--- src/sfr_pkg.sv ---
package sfr_pkg;

    localparam int MAX_PATTERN = 8;
    localparam int IDX_W       = $clog2(MAX_PATTERN);
    localparam int CNT_W       = $clog2(MAX_PATTERN + 1);
    localparam int CFG_IDX_W   = 3;

    // configuration register indexes
    localparam logic [CFG_IDX_W-1:0] REG_SEARCH_PATTERN  = 3'd0;
    localparam logic [CFG_IDX_W-1:0] REG_SEARCH_LENGTH   = 3'd1;
    localparam logic [CFG_IDX_W-1:0] REG_REPLACE_PATTERN = 3'd2;
    localparam logic [CFG_IDX_W-1:0] REG_REPLACE_LENGTH  = 3'd3;
    localparam logic [CFG_IDX_W-1:0] REG_REPLACE_MODE    = 3'd4;

    typedef struct packed {
        logic [7:0] in_byte;
        logic       string_end;
    } in_item_t;

    typedef struct packed {
        logic [7:0] out_byte;
        logic       has_byte;
        logic       run_last;
        logic       output_end;
    } out_item_t;

    // per-cell control from the window control logic
    typedef struct packed {
        logic take;
        logic shift;
        logic tail;
        logic care;
    } cell_ctl_t;

    // results caused by one request, handed to the output serializer
    typedef struct packed {
        logic [MAX_PATTERN-1:0][7:0] bytes;
        logic [CNT_W-1:0]            num;
        logic                        has;
        logic                        last;
    } burst_t;

endpackage

--- src/sfr_cell.sv ---
module sfr_cell (
    input  logic              clk,
    input  logic              rst_n,
    input  sfr_pkg::cell_ctl_t ctl,
    input  logic [7:0]        in_byte,
    input  logic [7:0]        pat_byte,
    input  logic [7:0]        nbr_byte,
    output logic [7:0]        cur_byte,
    output logic              hit
);

    logic [7:0] byte_reg;
    logic [7:0] byte_next;

    // the tail cell sees the incoming byte as if already appended
    assign cur_byte = ctl.tail ? in_byte : byte_reg;
    assign hit      = !ctl.care || (cur_byte == pat_byte);

    always_comb
    begin
        byte_next = byte_reg;
        if (ctl.take)
        begin
            byte_next = ctl.shift ? nbr_byte : cur_byte;
        end
    end

    always_ff @(posedge clk or negedge rst_n)
    begin
        if (!rst_n)
        begin
            byte_reg <= '0;
        end
        else
        begin
            byte_reg <= byte_next;
        end
    end

endmodule

--- src/sfr_emit.sv ---
module sfr_emit (
    input  logic                clk,
    input  logic                rst_n,
    input  logic                load,
    input  sfr_pkg::burst_t     burst,
    output logic                can_load,
    output logic                dst_valid,
    input  logic                dst_ready,
    output sfr_pkg::out_item_t  dst_data
);

    logic                                        busy_reg, busy_next;
    logic [sfr_pkg::IDX_W-1:0]                   idx_reg, idx_next;
    logic [sfr_pkg::CNT_W-1:0]                   num_reg, num_next;
    logic                                        has_reg, has_next;
    logic                                        end_reg, end_next;
    logic [sfr_pkg::MAX_PATTERN-1:0][7:0]        bytes_reg, bytes_next;
    logic                                        last_beat;

    assign last_beat = ({1'b0, idx_reg} + sfr_pkg::CNT_W'(1)) == num_reg;
    assign can_load  = !busy_reg || (dst_ready && last_beat);

    assign dst_valid           = busy_reg;
    assign dst_data.out_byte   = has_reg ? bytes_reg[idx_reg] : 8'h00;
    assign dst_data.has_byte   = has_reg;
    assign dst_data.run_last   = last_beat;
    assign dst_data.output_end = end_reg && last_beat;

    always_comb
    begin
        busy_next  = busy_reg;
        idx_next   = idx_reg;
        num_next   = num_reg;
        has_next   = has_reg;
        end_next   = end_reg;
        bytes_next = bytes_reg;
        if (load)
        begin
            busy_next  = 1'b1;
            idx_next   = '0;
            num_next   = burst.num;
            has_next   = burst.has;
            end_next   = burst.last;
            bytes_next = burst.bytes;
        end
        else if (busy_reg && dst_ready)
        begin
            if (last_beat)
            begin
                busy_next = 1'b0;
            end
            else
            begin
                idx_next = idx_reg + sfr_pkg::IDX_W'(1);
            end
        end
    end

    always_ff @(posedge clk or negedge rst_n)
    begin
        if (!rst_n)
        begin
            busy_reg <= 1'b0;
            idx_reg  <= '0;
            num_reg  <= '0;
            has_reg  <= 1'b0;
            end_reg  <= 1'b0;
        end
        else
        begin
            busy_reg <= busy_next;
            idx_reg  <= idx_next;
            num_reg  <= num_next;
            has_reg  <= has_next;
            end_reg  <= end_next;
        end
    end

    always_ff @(posedge clk)
    begin
        bytes_reg <= bytes_next;
    end

endmodule

--- src/stream_find_replace.sv ---
// Streaming find-and-replace over byte strings.
// src: one byte per request, string_end set on the final byte of a string.
// dst: one output byte per transfer; run_last marks the last result of an
//   input request, output_end the last result of a string. A string whose
//   output is empty yields one marker result with has_byte low.
// cfg: register writes (index, data), always ready; write only while idle.
//   Writing the search length drops any pending bytes.
// Pending bytes live in a row of MAX_PATTERN cells; each cell holds one byte,
// compares it with its pattern byte and passes it to its left neighbor when
// the oldest byte is released.
// The first result of a request is registered and shown in the cycle after accept.
// Throughput: one request per cycle while each yields at most one result.
// A request that yields k results holds the output serializer while they are
// sent, and src_ready stays low until the last of them is taken. If the receiver
// stalls, the current result holds and src_ready stays low while it waits.
// Reset clears the pending window, the output serializer and the registers
// (search length 1, everything else zero).
module stream_find_replace (
    input  logic                              clk,
    input  logic                              rst_n,
    input  logic                              src_valid,
    output logic                              src_ready,
    input  sfr_pkg::in_item_t                 src_data,
    output logic                              dst_valid,
    input  logic                              dst_ready,
    output sfr_pkg::out_item_t                dst_data,
    input  logic                              cfg_valid,
    output logic                              cfg_ready,
    input  logic [sfr_pkg::CFG_IDX_W-1:0]     cfg_index,
    input  logic [63:0]                       cfg_data
);

    localparam int N = sfr_pkg::MAX_PATTERN;

    logic [63:0]                 search_pattern_reg, search_pattern_next;
    logic [sfr_pkg::CNT_W-1:0]   search_length_reg, search_length_next;
    logic [63:0]                 replace_pattern_reg, replace_pattern_next;
    logic [sfr_pkg::CNT_W-1:0]   replace_length_reg, replace_length_next;
    logic                        replace_mode_reg, replace_mode_next;
    logic [sfr_pkg::IDX_W-1:0]   count_reg, count_next;

    logic [sfr_pkg::CNT_W-1:0]   slen, rlen, cnt_a;
    logic                        accept, cfg_wr, last, full, match, do_replace;
    logic [N-1:0][7:0]           win_bytes, nbr_bytes, pat_bytes;
    logic [N-1:0]                hits;
    sfr_pkg::cell_ctl_t [N-1:0]  ctl;
    sfr_pkg::burst_t             burst;
    logic                        can_load;

    assign cfg_ready = 1'b1;
    assign cfg_wr    = cfg_valid && cfg_ready;
    assign src_ready = can_load;
    assign accept    = src_valid && src_ready;
    assign last      = src_data.string_end;

    always_comb
    begin
        if (search_length_reg == '0)
            slen = sfr_pkg::CNT_W'(1);
        else if (search_length_reg > sfr_pkg::CNT_W'(N))
            slen = sfr_pkg::CNT_W'(N);
        else
            slen = search_length_reg;
        if (replace_length_reg > sfr_pkg::CNT_W'(N))
            rlen = sfr_pkg::CNT_W'(N);
        else
            rlen = replace_length_reg;
    end

    assign cnt_a      = {1'b0, count_reg} + sfr_pkg::CNT_W'(1);
    assign full       = cnt_a >= slen;
    assign match      = full && (&hits);
    assign do_replace = match && (!replace_mode_reg || last);
    assign pat_bytes  = search_pattern_reg;

    always_comb
    begin
        for (int i = 0; i < N; i++)
        begin
            ctl[i].take  = accept;
            ctl[i].shift = full && !match && !last;
            ctl[i].tail  = count_reg == sfr_pkg::IDX_W'(i);
            ctl[i].care  = sfr_pkg::CNT_W'(i) < slen;
        end
        for (int i = 0; i < N - 1; i++)
        begin
            nbr_bytes[i] = win_bytes[i + 1];
        end
        nbr_bytes[N-1] = 8'h00;
    end

    for (genvar g = 0; g < N; g++)
    begin : g_cell
        sfr_cell u_cell (
            .clk      (clk),
            .rst_n    (rst_n),
            .ctl      (ctl[g]),
            .in_byte  (src_data.in_byte),
            .pat_byte (pat_bytes[g]),
            .nbr_byte (nbr_bytes[g]),
            .cur_byte (win_bytes[g]),
            .hit      (hits[g])
        );
    end

    // results of this request: replacement, a prefix of the window, or an end marker
    always_comb
    begin
        burst.last = last;
        burst.has  = 1'b1;
        if (do_replace)
        begin
            burst.bytes = replace_pattern_reg;
            burst.num   = rlen;
        end
        else
        begin
            burst.bytes = win_bytes;
            if (last || match)
                burst.num = cnt_a;
            else if (full)
                burst.num = sfr_pkg::CNT_W'(1);
            else
                burst.num = '0;
        end
        if (last && burst.num == '0)
        begin
            burst.num = sfr_pkg::CNT_W'(1);
            burst.has = 1'b0;
        end
    end

    sfr_emit u_emit (
        .clk       (clk),
        .rst_n     (rst_n),
        .load      (accept && burst.num != '0),
        .burst     (burst),
        .can_load  (can_load),
        .dst_valid (dst_valid),
        .dst_ready (dst_ready),
        .dst_data  (dst_data)
    );

    always_comb
    begin
        search_pattern_next  = search_pattern_reg;
        search_length_next   = search_length_reg;
        replace_pattern_next = replace_pattern_reg;
        replace_length_next  = replace_length_reg;
        replace_mode_next    = replace_mode_reg;
        count_next           = count_reg;
        if (accept)
        begin
            if (last || match)
                count_next = '0;
            else if (!full)
                count_next = count_reg + sfr_pkg::IDX_W'(1);
        end
        if (cfg_wr)
        begin
            case (cfg_index)
                sfr_pkg::REG_SEARCH_PATTERN:  search_pattern_next = cfg_data;
                sfr_pkg::REG_SEARCH_LENGTH:
                begin
                    search_length_next = cfg_data[sfr_pkg::CNT_W-1:0];
                    count_next         = '0;
                end
                sfr_pkg::REG_REPLACE_PATTERN: replace_pattern_next = cfg_data;
                sfr_pkg::REG_REPLACE_LENGTH:  replace_length_next = cfg_data[sfr_pkg::CNT_W-1:0];
                sfr_pkg::REG_REPLACE_MODE:    replace_mode_next = cfg_data[0];
                default: ;
            endcase
        end
    end

    always_ff @(posedge clk or negedge rst_n)
    begin
        if (!rst_n)
        begin
            search_pattern_reg  <= '0;
            search_length_reg   <= sfr_pkg::CNT_W'(1);
            replace_pattern_reg <= '0;
            replace_length_reg  <= '0;
            replace_mode_reg    <= 1'b0;
            count_reg           <= '0;
        end
        else
        begin
            search_pattern_reg  <= search_pattern_next;
            search_length_reg   <= search_length_next;
            replace_pattern_reg <= replace_pattern_next;
            replace_length_reg  <= replace_length_next;
            replace_mode_reg    <= replace_mode_next;
            count_reg           <= count_next;
        end
    end

    // pending bytes never reach a full pattern between requests
    a_count_below_len: assert property (@(posedge clk) disable iff (!rst_n)
        {1'b0, count_reg} < slen)
        else $error("pending count not below search length");

    // the end of a string always produces at least one result
    a_end_gives_result: assert property (@(posedge clk) disable iff (!rst_n)
        accept && last |=> dst_valid)
        else $error("no result after string end");

    // the window is empty after the final byte of a string
    a_end_clears_window: assert property (@(posedge clk) disable iff (!rst_n)
        accept && last |=> count_reg == '0)
        else $error("window not flushed at string end");

endmodule

--- config.mk ---
export PLATFORM = sky130hd
export DESIGN_NAME = stream_find_replace
export DESIGN_NICKNAME = d
export VERILOG_FILES = /design/src/sfr_pkg.sv /design/src/sfr_cell.sv /design/src/sfr_emit.sv /design/src/stream_find_replace.sv
export SDC_FILE = /design/constraint.sdc
export NUM_CORES = 1
export LEC_CHECK = 0
export ABC_AREA = 1
export BUFFER_PORTS_ARGS = -buffer_cell sky130_fd_sc_hd__clkbuf_2
export CORE_AREA = 2 2 167 169
export DETAILED_ROUTE_END_ITERATION = 7
export DIE_AREA = 0 0 169 171
export PLACE_DENSITY = 0.73
export SLEW_MARGIN = 10
export SYNTH_ARGS = -nofsm -noshare
export SYNTH_HDL_FRONTEND = slang
export SYNTH_SLANG_ARGS = --single-unit
--- constraint.sdc ---
create_clock -name clk -period 8.85 [get_ports clk]
set_input_delay 1.77 -clock clk [delete_from_list [all_inputs] [get_ports clk]]
set_output_delay 1.77 -clock clk [all_outputs]
set_load 0.03 [all_outputs]
Word level (Yosys, flattened, before mapping)
Cells that the tools add are included.
- add/subtract/negate cells: 4
- multiply operators: 0
- div/mod/pow operators: 0
- $lt $le $gt $ge: 12
- equal/unequal tests: 21
- shift-type cells: 0
- multiplexer cells: 37
- bitwise gates (word level): 0
- reductions and logical operators: 48
- operator list (operator ; count):
    8-bit 2-to-1 mux ; 18
    68-bit 2-to-1 mux ; 1
    8-bit == test ; 8
    8-bit binary-select mux with 3-bit select ; 1
    3-bit 2-to-1 mux ; 8
    3-bit by 4-bit less-than comparator with 1-bit output, first input constant ; 4
    4-bit 2-to-1 mux ; 4
    3-bit == test, second input constant ; 5
    2-bit AND reduction ; 7
    3-bit by 2-bit == test with 1-bit output, second input constant ; 4
    1-bit logical NOT ; 12
    1-bit logical OR ; 11
    1-bit logical AND ; 10
    3-bit by 1-bit adder with 4-bit output, second input constant ; 2
    4-bit > comparator, second input constant ; 2
    4-bit logical NOT ; 2
    1-bit by 4-bit less-than comparator with 1-bit output, first input constant ; 2
    2-bit by 4-bit less-than comparator with 1-bit output, first input constant ; 2
    8-bit AND reduction ; 1
    3-bit by 1-bit adder with 3-bit output, second input constant ; 2
    3-bit by 1-bit == test with 1-bit output, second input constant ; 2
    3-bit logical NOT ; 2
    5-bit 2-to-1 mux ; 1
    4-bit == test ; 1
    other kinds (6) ; 10
- flip-flop bits (word level): 278
- bits in latches: 0
- RAM bits: 0
- memory bits (read-only): 0
- input port bits: 81
- output and inout bits: 14
- word-level logic and storage cells: 149
- memories kept: 0

Logic depth before layout (Yosys ltp)
Gate-level depths: netlist (run 1).
- depth after elaboration: 18
- mapped depth: 26
- gate-level depth less buffers: 25

Hierarchy
From an unflattened synthesis (run 1), not the netlist that was laid out.
- cells, all modules: 1938
- area, all modules: 15117.0 µm²
- by module, submodules not included (module ; instances ; cells each ; area each (µm²) ; seq. area each (µm²)):
    stream_find_replace ; 1 ; 696 ; 6510.0 ; 3504.6
    sfr_cell ; 8 ; 122 ; 690.7 ; 200.2
    sfr_emit ; 1 ; 266 ; 3081.7 ; 2172.1

Worst setup path after synthesis (run 1)
OpenSTA, ideal clock, no wires.
- kind: input-to-reg
- from: input port src_data[8] in the netlist's numbering
- to: register u_emit.bytes_reg[0] in the netlist's numbering (enable)
- setup time: 0.378 ns
- arrival time: 3.967 ns
- data required time: 8.472 ns
- setup slack: 4.505 ns
- cell stages on the path: 22
- buffers on the path: 2
- path through: buf_2 -> inv_1 -> nand2_1 -> o21ai_0 -> nand2_1 -> nand2_1 -> inv_1 -> nand2_1 -> nor2_1 -> nand2_1 -> nand2_1 -> nand2_1 -> nor2_2 -> nand3_2 -> nor2_2 -> buf_4 -> nand3_1 -> nand3_1 -> nor2_2 -> nand2_1 -> nand2_2 -> nand2_4
- longest elaborated chain between the ends: 13
- elaborated cells on any way between the ends: 35
- those cells by class: eq/ne: 8; mux: 11; reduce/logical: 16
- ends and longest elaborated chain (item ; line ; text):
    from (decl) ; stream_find_replace.sv:23 ; input sfr_pkg::in_item_t src_data,
    8-bit 2-to-1 mux ; sfr_cell.sv:16 ; assign cur_byte = ctl.tail ? in_byte : byte_reg;
    8-bit == test ; sfr_cell.sv:17 ; assign hit = !ctl.care || (cur_byte == pat_byte);
    1-bit logical OR ; sfr_cell.sv:17 ;
    8-bit AND reduction (*) ; stream_find_replace.sv:72 ; assign match = full && (&hits);
    1-bit logical AND (*) ; stream_find_replace.sv:72 ;
    1-bit logical OR ; stream_find_replace.sv:119 ; if (last || match)
    4-bit 2-to-1 mux ; stream_find_replace.sv:119 ;
    68-bit 2-to-1 mux (*) ; stream_find_replace.sv:111 ; if (do_replace)
    4-bit logical NOT ; stream_find_replace.sv:126 ; if (last && burst.num == '0)
    1-bit logical AND ; stream_find_replace.sv:126 ;
    5-bit 2-to-1 mux (*) ; stream_find_replace.sv:126 ;
    4-bit nonzero test (*) ; stream_find_replace.sv:136 ; .load (accept && burst.num != '0),
    1-bit logical AND (*) ; stream_find_replace.sv:136 ;
    to (signal assigned) ; sfr_emit.sv:81 ; bytes_reg <= bytes_next;
    to (decl) ; sfr_emit.sv:17 ; logic [sfr_pkg::MAX_PATTERN-1:0][7:0] bytes_reg, bytes_next;
Every way passes the cells marked *; elsewhere a longest branch is shown, timed or not.
A chain may end at the register's enable or synchronous reset.

Worst setup path in the final report (run 1)
- from: input port src_data[2] in the netlist's numbering
- to: register u_emit.bytes_reg[53] in the netlist's numbering (enable)
The elaborated chain is that of the path after synthesis.

==> flow_summary_export.csv, run 1 <==
group,metric,value,unit
finish,final_nets,2044,
power,ir_drop,249,µV
yosys,avgSynthCellArea,7.65,µm²
sta,timing.fmax,0.180,GHz
routing,ant_nets,0,
global_route,grt_pass1_vias,12603,
critical_path,critPathTopFamily,"simple AND/OR/NAND/NOR gates",
routing,viasPerCell,5.72,
critical_path,worst-path-stages,20,
status,status,"completed",
finish,drive_gt1_frac,0.0901,
yosys,synth_area,14700,µm²
finish,num_antenna_cells,0,
floorplan,chipWidth,169,µm
placement,placed_cells,2266,
clocking,path_clk_slew,0.06,ns
floorplan,core_area,27300,µm²
floorplan,dieArea,28900,µm²
hold_path,hp-class,"reg2reg",
job,timing.max_cap.violations,0,
critical_path,crit_fanout,68,
critical_path,required,9.03,ns
sta,finalCritPeriodShare,0.628,
placement,place_area,15200,µm²
clocking,cts_tree,"yes",
yosys,synth.distinct_cells,36,
routing,drcViolationCount,0,
routing,drt-pass1-iter-count,5,
floorplan,rows,61,
routing,drt_iter0_drc,1283,
global_route,antenna_found_initial,1,
critical_path,crit_path_end_kind,"flip-flop",
clocking,clk_latency,0.57,ns
sta,tns,0,ns
placement,port_buffers,93,
clocking,ctsHoldBuffers,0,
sta,worstMarginPinSlew,1.15,ns
yosys,synth-seq-cells,278,
yosys,ys_async_sr_fraction,0.770,
critical_path,crit_chain,"clkbuf_2 -> inv_1 -> nand3_1 -> nand2_1 -> nand2_1 -> nand2_1 -> nand2_1 -> nor2_1 -> nand2_1 -> nand2_1 -> nand2_1 -> nor2_2 -> nand3_2 -> nor2_4 -> nand3_1 -> nand2_1 -> nor2_2 -> nand2_1 -> nand2_2 -> nand2_4",
critical_path,rr_worst_depth,20,
clocking,cts_sinks,278,
clocking,cts_resized,0,
floorplan,ios,95,
critical_path,critPathBufInv,2,
finish,final_cell_mix,"nand2_1 (593), o21ai_0 (322), inv_1 (218), dfrtp_1 (213), nand3_1 (106)",
sta,setup_violations,0,
clocking,htreeDepth,1,
global_route,overflow,0,
routing,wire_per_inst,18.7,µm
critical_path,rr_startpoint,"count_reg[2]",
critical_path,regToRegEndpoint,"u_emit.bytes_reg[53]",
critical_path,crit_path_end,"u_emit.bytes_reg[53]",
sta,rsz0062_at_grt,"no",
finish,final.fill_count,2477,
sta,maxSlewHeadroom,0.231,
placement,place_ws,2.86,ns
yosys,synth-main-ff-cell,"dfrtp_1",
clocking,cts-root-buf,"clkbuf_16",
finish,layout_commonest_cell,"nand2_1",
yosys,ys_seq_area_frac,0.495,
critical_path,critPathMostFrequentCell,"nand2_1",
sta,worst_slack,3.29,ns
power,pwr_density_cell,353,nW/µm²
floorplan,start_util,0.538,
sta,final-max-slew-violation-count,0,
critical_path,cp_slowest_stage_delay,0.72,ns
critical_path,crit_path_start_kind,"input pin",
sta,finalCriticalPeriod,5.56,ns
finish,fin_area,16200,µm²
power,p_leak,7.88,nW
routing,vias,13282,
yosys,synth_edf_count,64,
finish,syn2layout_area_growth,9.93,%
placement,detailed_place_hpwl,29200,µm
yosys,syn-num-nets,2015,
yosys,synth_cells,1923,
critical_path,startpoint,"src_data[2]",
critical_path,arrival,5.74,ns
global_route,grt_usage,0.302,
clocking,cts_made_buffers,30,
clocking,post-cts-setup-buffer-count,0,
routing,routed_wl,43400,µm
sta,fin_skew,0.0158,ns
clocking,clk_path_buf_depth,3,
floorplan,die_y,171,µm
critical_path,critPathSlowestCell,"nand2_4",
finish,utilization,0.592,
yosys,ys_warn_count,0,
global_route,grt_pass1_wl,67700,µm
global_route,grt_start_max_net_pins,129,
critical_path,crit_type,"in2reg",
sta,hold_viol,0,
placement,gp_congestion,0.995,
critical_path,r2r_setup_slack,3.39,ns
finish,final_cells,2322,
## stage by stage
step           total power, mW  hold slack (ns)
2_1_floorplan             3.72            0.442
3_3_place_gp              4.34            0.458
3_5_place_dp              4.40            0.470
4_1_cts                   5.66            0.484
5_1_grt                   6.06            0.501
6_report                  5.71            0.481
## cells in the mapped netlist, types with 3 or more instances
library cell	number	area (µm²)
o22ai_1	10	62.6
nand2_2	11	68.8
edfxtp_1	64	1920
dfrtp_1	213	5330
xor2_1	4	35.0
nor2_2	5	31.3
a31oi_1	32	200
buf_1	3	11.3
nand2_4	3	33.8
o21ai_0	322	1610
nand2_1	595	2230
a21oi_1	37	185
inv_1	219	822
nor2_1	103	387
inv_2	5	18.8
buf_2	29	145
buf_4	14	105
o211ai_1	26	195
o31ai_1	3	22.5
nand3_1	106	531
clkbuf_1	56	210
o21ai_1	8	40.0
buf_6	4	45.0
ha_1	11	138
nand3b_1	25	188
## worst min path at each step
stage / startpoint / to / depth (start not counted)
after floorplan: u_emit.end_reg / u_emit.end_reg / 2
after global placement: u_emit.num_reg[2] / u_emit.num_reg[2] / 2
after detailed placement: g_cell[7].u_cell.byte_reg[5] / g_cell[7].u_cell.byte_reg[5] / 2
after CTS: g_cell[7].u_cell.byte_reg[5] / g_cell[7].u_cell.byte_reg[5] / 2
after global routing: replace_pattern_reg[5] / replace_pattern_reg[5] / 2
final: g_cell[7].u_cell.byte_reg[5] / g_cell[7].u_cell.byte_reg[5] / 2
## logic make-up (layout without fill, tap and decap cells)
kind of cell             count (synthesis)  count (layout)  synth area share
other                                    1               1          0.000255
AND/OR/NAND/NOR                        855             855             0.240
flip-flops                             278             278             0.495
buffers and inverters                  330             383            0.0923
XOR/XNOR                                 6               6           0.00357
adder cells (fa/ha/maj)                 11              11           0.00936
AO/OA/AOI/OAI                          442             442             0.160
## report_power, final
part	total [mW]	internal [mW]	leakage, nW	switching, mW
sequential	2.06	1.82	3.23	0.243
clock	1.25	0.726	0.477	0.524
combinational	2.39	0.686	4.17	1.71
total	5.71	3.23	7.88	2.47
## final cells by class
type	count	area, µm²	share of cell area
clock buffers	46	861	0.0532
clock inverters	10	113	0.00696
inverters	224	841	0.0520
multi-input cells	1315	6090	0.377
flip-flops and latches	278	7280	0.450
well taps	346	433	0.0268
repair buffers	103	551	0.0340
## tightest hold or removal path: stages, from the launching register on
cell,delay [ns]
dfrtp_1,0.34
nand2_1,0.05
o31ai_1,0.06
## metal layers
layer	vias up	GRT usage	wire, µm	part of all wire
met2	692	0.487	19900	0.46
li1	6286	-	-	-
met5	-	0	10	0.00023
met4	2	0.113	1650	0.038
met1	6172	0.414	18000	0.41
met3	130	0.0467	3910	0.090
Note: power is estimated with default switching activity, not from simulation.
==> run 2, diff against run 1 <==
==> constraint.sdc (replaced) <==
create_clock -name clk -period 5.5 [get_ports clk]
set_input_delay 1.1 -clock clk [delete_from_list [all_inputs] [get_ports clk]]
set_output_delay 1.1 -clock clk [all_outputs]
set_load 0.03 [all_outputs]
==> run 2 against run 1 <==
Cell count increased by 0.43%. Total power increased by 63%. Routed wire length increased by 2.1%. Worst hold slack about the same. Sequential cell count unchanged. Die area unchanged. Combinational power increased by 62%. Worst setup slack got worse by 2.7 ns. Critical endpoint is now u_emit.bytes_reg[46]. Largest cell class unchanged. Largest power group unchanged.
==> flow_summary_export.csv, run 2 (synthesis results as in run 1) <==
group,metric,value,unit
power,p_leak,7.96,nW
job,timing.max_cap.violations,0,
floorplan,ios,95,
clocking,cts-root-buf,"clkbuf_16",
clocking,htreeDepth,1,
global_route,antenna_found_initial,0,
clocking,cts_made_buffers,31,
sta,finalCriticalPeriod,4.90,ns
routing,viasPerCell,5.72,
global_route,grt_start_max_net_pins,129,
sta,final-max-slew-violation-count,0,
routing,drt-pass1-iter-count,5,
floorplan,chipWidth,169,µm
placement,placed_cells,2275,
finish,num_antenna_cells,0,
global_route,grt_usage,0.312,
sta,fin_skew,0.0162,ns
placement,port_buffers,93,
global_route,grt_pass1_vias,12729,
finish,final_cell_mix,"nand2_1 (593), o21ai_0 (322), inv_1 (218), dfrtp_1 (213), nand3_1 (106)",
sta,finalCritPeriodShare,0.891,
finish,drive_gt1_frac,0.0992,
clocking,post-cts-setup-buffer-count,0,
hold_path,hp-class,"reg2reg",
power,pwr_density_cell,569,nW/µm²
critical_path,crit_path_start_kind,"flip-flop",
power,ir_drop,337,µV
clocking,clk_latency,0.57,ns
sta,worstMarginPinSlew,1.21,ns
critical_path,crit_type,"reg2reg",
finish,utilization,0.597,
clocking,cts_tree,"yes",
placement,gp_congestion,0.942,
finish,final.fill_count,2546,
clocking,cts_sinks,278,
power,finalPower,9.29,mW
routing,vias,13332,
floorplan,start_util,0.538,
sta,tns,0,ns
finish,final_cells,2332,
finish,layout_commonest_cell,"nand2_1",
sta,maxSlewHeadroom,0.192,
critical_path,crit_path_end_kind,"flip-flop",
floorplan,rows,61,
critical_path,arrival,4.97,ns
sta,rsz0062_at_grt,"no",
placement,detailed_place_hpwl,29800,µm
floorplan,dieArea,28900,µm²
sta,hold_viol,0,
clocking,cts_resized,0,
floorplan,core_area,27300,µm²
finish,syn2layout_area_growth,10.9,%
clocking,path_clk_slew,0.06,ns
finish,final_nets,2054,
routing,wl_met2,20000,µm
routing,routed_wl,44300,µm
global_route,overflow,0,
routing,wire_per_inst,19.0,µm
clocking,ctsHoldBuffers,0,
critical_path,crit_fanout,68,
sta,worst_hold_slack,0.481,ns
routing,ant_nets,0,
routing,met1Wirelength,18100,µm
clocking,clk_path_buf_depth,3,
routing,drcViolationCount,0,
routing,met3_length,3670,µm
sta,timing.fmax,0.204,GHz
sta,setup_violations,0,
routing,maxUsedRoutingLayer,"met4",
routing,drt_iter0_drc,1371,
floorplan,die_y,171,µm
status,status,"completed",
global_route,grt_pass1_wl,69700,µm
critical_path,required,5.57,ns
run 2: critical path, cell delays in order, from the launching register on:
cell and delay, ns:
dfrtp_1 0.44, inv_1 0.15, ha_1 0.42, nand2_1 0.56, inv_1 0.24, nand2_1 0.15
nand3_1 0.08, nand2_1 0.08, nand2_1 0.06, nor2_1 0.10, nand2_1 0.05, nand2_1 0.05
nand2_1 0.06, nor2_2 0.18, nand4_2 0.41, nand3_1 0.24, nand2_1 0.10, nor2_1 0.22
nand2_1 0.10, nand2_2 0.10, nand2_4 0.56
run 2: area by class of cell:
cell class / count / area, µm² / share of cell area
flip-flops and latches: 278 / 7280 / 0.446
clock inverters: 15 / 121 / 0.00744
well taps: 346 / 433 / 0.0265
clock buffers: 42 / 920 / 0.0564
inverters: 224 / 841 / 0.0515
repair buffers: 112 / 631 / 0.0386
multi-input cells: 1315 / 6090 / 0.373
run 2: power by group:
group	internal [mW]	switching, mW
combinational	1.13	2.73
sequential	2.93	0.403
clock	1.22	0.877
total	5.28	4.01
run 2: through the flow:
step           instance area [µm²]  setup slack (ns)
6_report                     16300             0.599
5_1_grt                      16300             0.258
4_1_cts                      16300             0.714
3_5_place_dp                 15300             0.584
3_3_place_gp                 15300             0.674
2_1_floorplan                14700              1.82
run 2: layer usage:
metal  vias to the layer above  track usage
li1                       6316            -
met1                      6262        0.428
met2                       602        0.495
met3                       152       0.0396
met4                         0        0.152
met5                         -            0
run 2: final timing paths:
path	from	endpoint	slack, ns	cells after the start
min	replace_pattern_reg[21]	replace_pattern_reg[21]	0.48	2
max reg2reg	count_reg[0]	u_emit.bytes_reg[46]	0.60	20
min reg2reg	replace_pattern_reg[21]	replace_pattern_reg[21]	0.48	2
max in group asynchronous	rst_n	pat_bytes[36]	3.80	2
max	count_reg[0]	u_emit.bytes_reg[46]	0.60	20
min in group asynchronous	rst_n	replace_pattern_reg[61]	0.65	1
